==> config.mk <==
export PLATFORM = sky130hd
export DESIGN_NAME = aaldb_div
export DESIGN_NICKNAME = d
export VERILOG_FILES = /design/src/hdl/aaldb_pkg.sv /design/src/hdl/aaldb_div.sv
export SDC_FILE = /design/constraint.sdc
export NUM_CORES = 1
export LEC_CHECK = 0
export BUFFER_PORTS_ARGS = -buffer_cell sky130_fd_sc_hd__buf_2
export CORE_MARGIN = 3
export CORE_UTILIZATION = 54
export CTS_CLUSTER_SIZE = 8
export DETAILED_ROUTE_END_ITERATION = 7
export PLACE_DENSITY = 0.79
export SLEW_MARGIN = 5
export SYNTH_ARGS = -nofsm -noshare
export SYNTH_HDL_FRONTEND = slang
export SYNTH_SLANG_ARGS = --single-unit
==> constraint.sdc <==
create_clock -name i_clk -period 2.7 [get_ports i_clk]
set_input_delay 0.135 -clock i_clk [delete_from_list [all_inputs] [get_ports i_clk]]
set_output_delay 0.135 -clock i_clk [all_outputs]
set_load 0.01 [all_outputs]
==> src/hdl/aaldb_pkg.sv <==
// aaldb_pkg: shared constants, command and state codes, item structs
// for the anti-aliased line depth blend raster block
// no dependencies
package aaldb_pkg;

    // framebuffer geometry
    localparam int FB_WIDTH  = 64;
    localparam int FB_HEIGHT = 64;
    localparam int NPIX      = FB_WIDTH * FB_HEIGHT;
    localparam int IDX_W     = (NPIX > 1) ? $clog2(NPIX) : 1;

    // shared divider: dividend, divisor and quotient widths
    localparam int DIVD_W = 40;
    localparam int DIVS_W = 16;

    // depth accumulator width, Q.16
    localparam int ACC_W = 48;

    // reset values of the configuration registers
    localparam logic [6:0]  RST_ACT_W   = 7'd64;
    localparam logic [6:0]  RST_ACT_H   = 7'd64;
    localparam logic [15:0] RST_EPS     = 16'd66;
    localparam logic [8:0]  RST_DW_ALPHA = 9'd128;

    // command codes
    typedef enum logic [2:0] {
        CMD_LINE      = 3'd0,
        CMD_CLR_COLOR = 3'd1,
        CMD_CLR_DEPTH = 3'd2,
        CMD_SET       = 3'd3,
        CMD_SET_DT    = 3'd4,
        CMD_BLEND     = 3'd5,
        CMD_READ      = 3'd6,
        CMD_NONE      = 3'd7
    } t_cmd;

    // configuration register indexes
    typedef enum logic [1:0] {
        CFG_ACT_W    = 2'd0,
        CFG_ACT_H    = 2'd1,
        CFG_EPS      = 2'd2,
        CFG_DW_ALPHA = 2'd3
    } t_cfg_idx;

    // sequencer states
    typedef enum logic [3:0] {
        S_CLEAR,
        S_IDLE,
        S_LSWAP1,
        S_LSWAP2,
        S_LDIV,
        S_DIV_G,
        S_DIV_Z,
        S_EP,
        S_EPCOV,
        S_PLOT_RD,
        S_PLOT_WR,
        S_COL,
        S_PIX_RD,
        S_PIX_WR,
        S_DONE
    } t_state;

    // input item
    typedef struct packed {
        logic [2:0]          command;
        logic signed [15:0]  x_start;
        logic signed [15:0]  y_start;
        logic signed [15:0]  x_end;
        logic signed [15:0]  y_end;
        logic [15:0]         z_start;
        logic [15:0]         z_end;
        logic [31:0]         color;
        logic [8:0]          alpha;
    } t_in_item;

    // result item
    typedef struct packed {
        logic [31:0] read_color;
        logic [15:0] read_depth;
        logic        in_range;
    } t_out_item;

    // divider status
    typedef struct packed {
        logic busy;
        logic done;
    } t_div_stat;

endpackage

==> src/hdl/aaldb_div.sv <==
// aaldb_div: restoring divider, one quotient bit per cycle
// depends on aaldb_pkg
module aaldb_div (
    input  logic                           i_clk,
    input  logic                           i_rst_n,
    input  logic                           i_start,
    input  logic [aaldb_pkg::DIVD_W-1:0]   i_dividend,
    input  logic [aaldb_pkg::DIVS_W-1:0]   i_divisor,
    output aaldb_pkg::t_div_stat           o_stat,
    output logic [aaldb_pkg::DIVD_W-1:0]   o_quotient
);
    import aaldb_pkg::*;

    localparam int STEP_W = $clog2(DIVD_W + 1);

    logic                r_busy;
    logic                r_done;
    logic [STEP_W-1:0]   r_cnt;
    logic [DIVS_W-1:0]   r_rem;
    logic [DIVS_W-1:0]   r_dvs;
    logic [DIVD_W-1:0]   r_quo;
    logic [DIVS_W:0]     rem_sh;
    logic [DIVS_W:0]     rem_sub;
    logic                ge;

    // trial subtract of the shifted remainder
    always_comb begin
        rem_sh  = {r_rem, r_quo[DIVD_W-1]};
        ge      = rem_sh >= {1'b0, r_dvs};
        rem_sub = rem_sh - {1'b0, r_dvs};
    end

    // one quotient bit per cycle, dividend shifts out as quotient shifts in
    always_ff @(posedge i_clk) begin
        if (!i_rst_n) begin
            r_busy <= 1'b0;
            r_done <= 1'b0;
        end else begin
            r_done <= 1'b0;
            if (i_start) begin
                r_busy <= 1'b1;
                r_cnt  <= '0;
                r_rem  <= '0;
                r_quo  <= i_dividend;
                r_dvs  <= i_divisor;
            end else if (r_busy) begin
                r_rem <= ge ? rem_sub[DIVS_W-1:0] : rem_sh[DIVS_W-1:0];
                r_quo <= {r_quo[DIVD_W-2:0], ge};
                r_cnt <= r_cnt + 1'b1;
                if (r_cnt == STEP_W'(DIVD_W - 1)) begin
                    r_busy <= 1'b0;
                    r_done <= 1'b1;
                end
            end
        end
    end

    assign o_stat.busy = r_busy;
    assign o_stat.done = r_done;
    assign o_quotient  = r_quo;

endmodule

==> flow_metrics.py <==
metrics = {
    "outcome": {
        "status": "completed",
    },
    "place": {
        "place_congestion": 0.8784,
        "hpwl_um": 6195,
        "portBuffers": 100,
        "dpl_cell_area_um2": 4792,
    },
    "timing": {
        "max_freq_mhz": 380.0,
        "fin_crit_ns": 2.632,
        "worstMarginPinSlew_ns": 0.8677,
        "clock_skew_ns": 0.01654,
        "setup_violations": 0,
        "period_share_pct": 97.47,
        "hold_ws_ns": 0.05175,
        "slew_viol_final": 0,
        "relSlewSlack_pct": 42.15,
        "hold_viol": 0,
    },
    "pwr": {
        "power_mw": 3.231,
        "ir_worst_vdd_uv": 407.4,
        "leakage_nw": 2.157,
        "powerDensity_nw_per_um2": 608.2,
    },
    "finish": {
        "n_antenna_cell": 0,
        "ff_latch_area_um2": 2382,
        "post-route-util_pct": 71.71,
        "final_area_um2": 5313,
        "fin_nets": 520,
        "n_fill_cell": 497,
        "area_growth_pct": 26.56,
        "drive_gt1_share_pct": 42.41,
        "multi_input_area_um2": 1755,
    },
    "cts": {
        "clockBufferDepth": 2,
        "cts_tree": "done",
        "cts-htree-levels": 3,
        "numCtsBuffers": 9,
        "cts_sinks": 80,
        "clock_latency_ns": 0.35,
        "clock-root-buffer": "clkbuf_8",
        "path_clk_slew_ns": 0.09,
    },
    "floorplan": {
        "io_pins": 101,
        "die_y_um": 94.17,
        "coreArea_um2": 7408,
        "die_w_um": 94.17,
        "dieArea_um2": 8868,
        "row_count": 31,
        "initial_core_util_pct": 56.66,
    },
    "yosys": {
        "synth.largest_area_cell": "edfxtp_1",
        "ys_seq_area_share_pct": 56.75,
        "synth_edf_count": 78,
        "synthDistinctLibCells": 50,
        "yosysMostFrequentCell": "edfxtp_1",
        "synth_cells": 321,
        "yosysWarnings": 0,
        "ys_async_sr_fraction_pct": 0,
        "syn_nets": 398,
        "yosys-top-cells-count": "edfxtp_1, mux2_2, nor2_1",
        "postSynthAreaPerCell_um2": 13.08,
        "yosys-top-cells-area": "edfxtp_1, mux2_2, ha_1, nor2_1, xnor2_1",
        "yosysTopAreaCellShare_pct": 55.80,
        "ys_ff_latch": 80,
        "ys.flop_type": "edfxtp_1",
        "syn_area_um2": 4198,
    },
    "setup_path": {
        "crit_chain": "inv_1 > ha_1 > nand2b_1 > a211oi_2 > o21ai_2 > o211ai_1 > a31oi_1 > xor2_1 > a211oi_2",
        "cpMostUsedCell": "a211oi_2",
        "crit_required_ns": 2.89,
        "cp_top_family": "compound AO/OA/AOI/OAI gates",
        "critPathLaunchType": "flop",
        "slowest_stage": "o211ai_1",
        "worstSetupEndpointType": "flop",
        "crit_arrival_ns": 2.82,
        "crit_path_max_incr_delay_ns": 0.58,
        "worst-path-buf-inv": 1,
        "crit_type": "flop to flop",
        "crit_fanout": 4,
    },
    "global_routing": {
        "groute.usage.overall_pct": 20.96,
        "grt_overflow": 0,
        "grt_pass1_vias": 2998,
        "antenna_found_initial": 0,
        "grt_max_degree": 50,
        "grt_pass1_wl_um": 14380,
    },
    "drt": {
        "final_antenna_net_count": 0,
        "drc": 0,
        "routed_wl_um": 9404,
        "initialDrtViolationCount": 183,
        "avgViaCountPerCell": 5.481,
        "drt-pass1-iter-count": 4,
        "routedWlPerCell_um": 17.19,
        "num_vias": 2998,
    },
    "run": {
        "max_cap_violations": 0,
    },
    "worst_hold_path": {
        "min_path_type": "input pin to flop",
    },
}
[final cells by class]
class / count / share of cell area, %
Clock buffer: 11 / 2.473
Clock inverter: 5 / 1.107
Inverter: 20 / 1.413
Multi-Input combinational cell: 205 / 33.04
Sequential cell: 80 / 44.84
Tap cell: 99 / 2.332
Timing Repair Buffer: 127 / 14.79
[worst paths after layout]
| path | cells after the start | to | slack, ns | start |
|---|---|---|---|---|
| worst max-delay path | 9 | r_rem[13]$_SDFFCE_PP0P_ | 0.07 | o_quotient[39]$_DFFE_PP_ |
| worst min-delay path | 3 | r_done$_SDFF_PP0_ | 0.05 | i_rst_n |
| worst max register to register | 9 | r_rem[13]$_SDFFCE_PP0P_ | 0.07 | o_quotient[39]$_DFFE_PP_ |
| worst min register to register | 2 | r_done$_SDFF_PP0_ | 0.47 | r_busy$_SDFF_PN0_ |
[repair_timing]
action,CTS,global route
setup endpoints to repair,15,11
gates cloned,0,1
pin swaps,0,4
hold endpoints to repair,16,0
resized for setup,4,15
setup buffers,0,5
hold buffers,16,0
[cell usage in the layout, fill, tap and decap left out, drive strengths merged, types with 9 or more instances in the layout]
cell | synthesis | routed
clkbuf | 11 | 12
nand2 | 12 | 12
dlygate4sd3 | 0 | 16
ha | 17 | 17
nor2 | 28 | 28
mux2 | 40 | 40
inv | 20 | 20
xnor2 | 10 | 10
buf | 5 | 110
edfxtp | 78 | 78
a21oi | 9 | 9
[report_power, final]
part	total [mW]	internal (mW)	switching [mW]
clock	0.885	0.429	0.456
combinational	0.808	0.382	0.427
sequential	1.54	1.49	0.0515
total	3.23	2.30	0.935
[layer usage]
layer,GRT usage [%],vias up,routed length [µm]
met5,0,-,0
met4,9.025,0,245
met3,4.888,20,609
met2,32.51,112,4481
met1,28.20,1430,4067
li1,-,1436,-
[metrics by stage]
step / instances / setup slack (ns) / setup TNS, ns
2_1_floorplan: 321 / 0.3635 / 0
3_3_place_gp: 509 / 0.1898 / 0
3_5_place_dp: 509 / -0.1438 / -0.3732
4_1_cts: 541 / 0.01912 / 0
5_1_grt: 547 / -0.02090 / -0.04387
6_report: 547 / 0.06833 / 0
[cells by family (layout without fill, tap and decap cells)]
group,count (synthesis),in the layout,synth area share [%]
flip-flops,80,80,56.75
AND/OR/NAND/NOR,71,71,8.257
AO/OA/AOI/OAI,52,52,9.449
multiplexers,48,48,12.64
buffers and inverters,36,163,4.024
adder cells (fa/ha/maj),18,18,5.544
XOR/XNOR,16,16,3.338
[worst min-delay path, stage by stage]
cell     delay, ns
buf_2         0.11
nand2_1       0.06
nor4_1        0.05
[state kept, by name, indices dropped and copies added, names as in the netlist]
signal	cells
r_rem	16
r_busy	1
o_quotient	40
r_dvs	16
r_done	1
r_cnt	6
(Power assumes the default switching activity.)
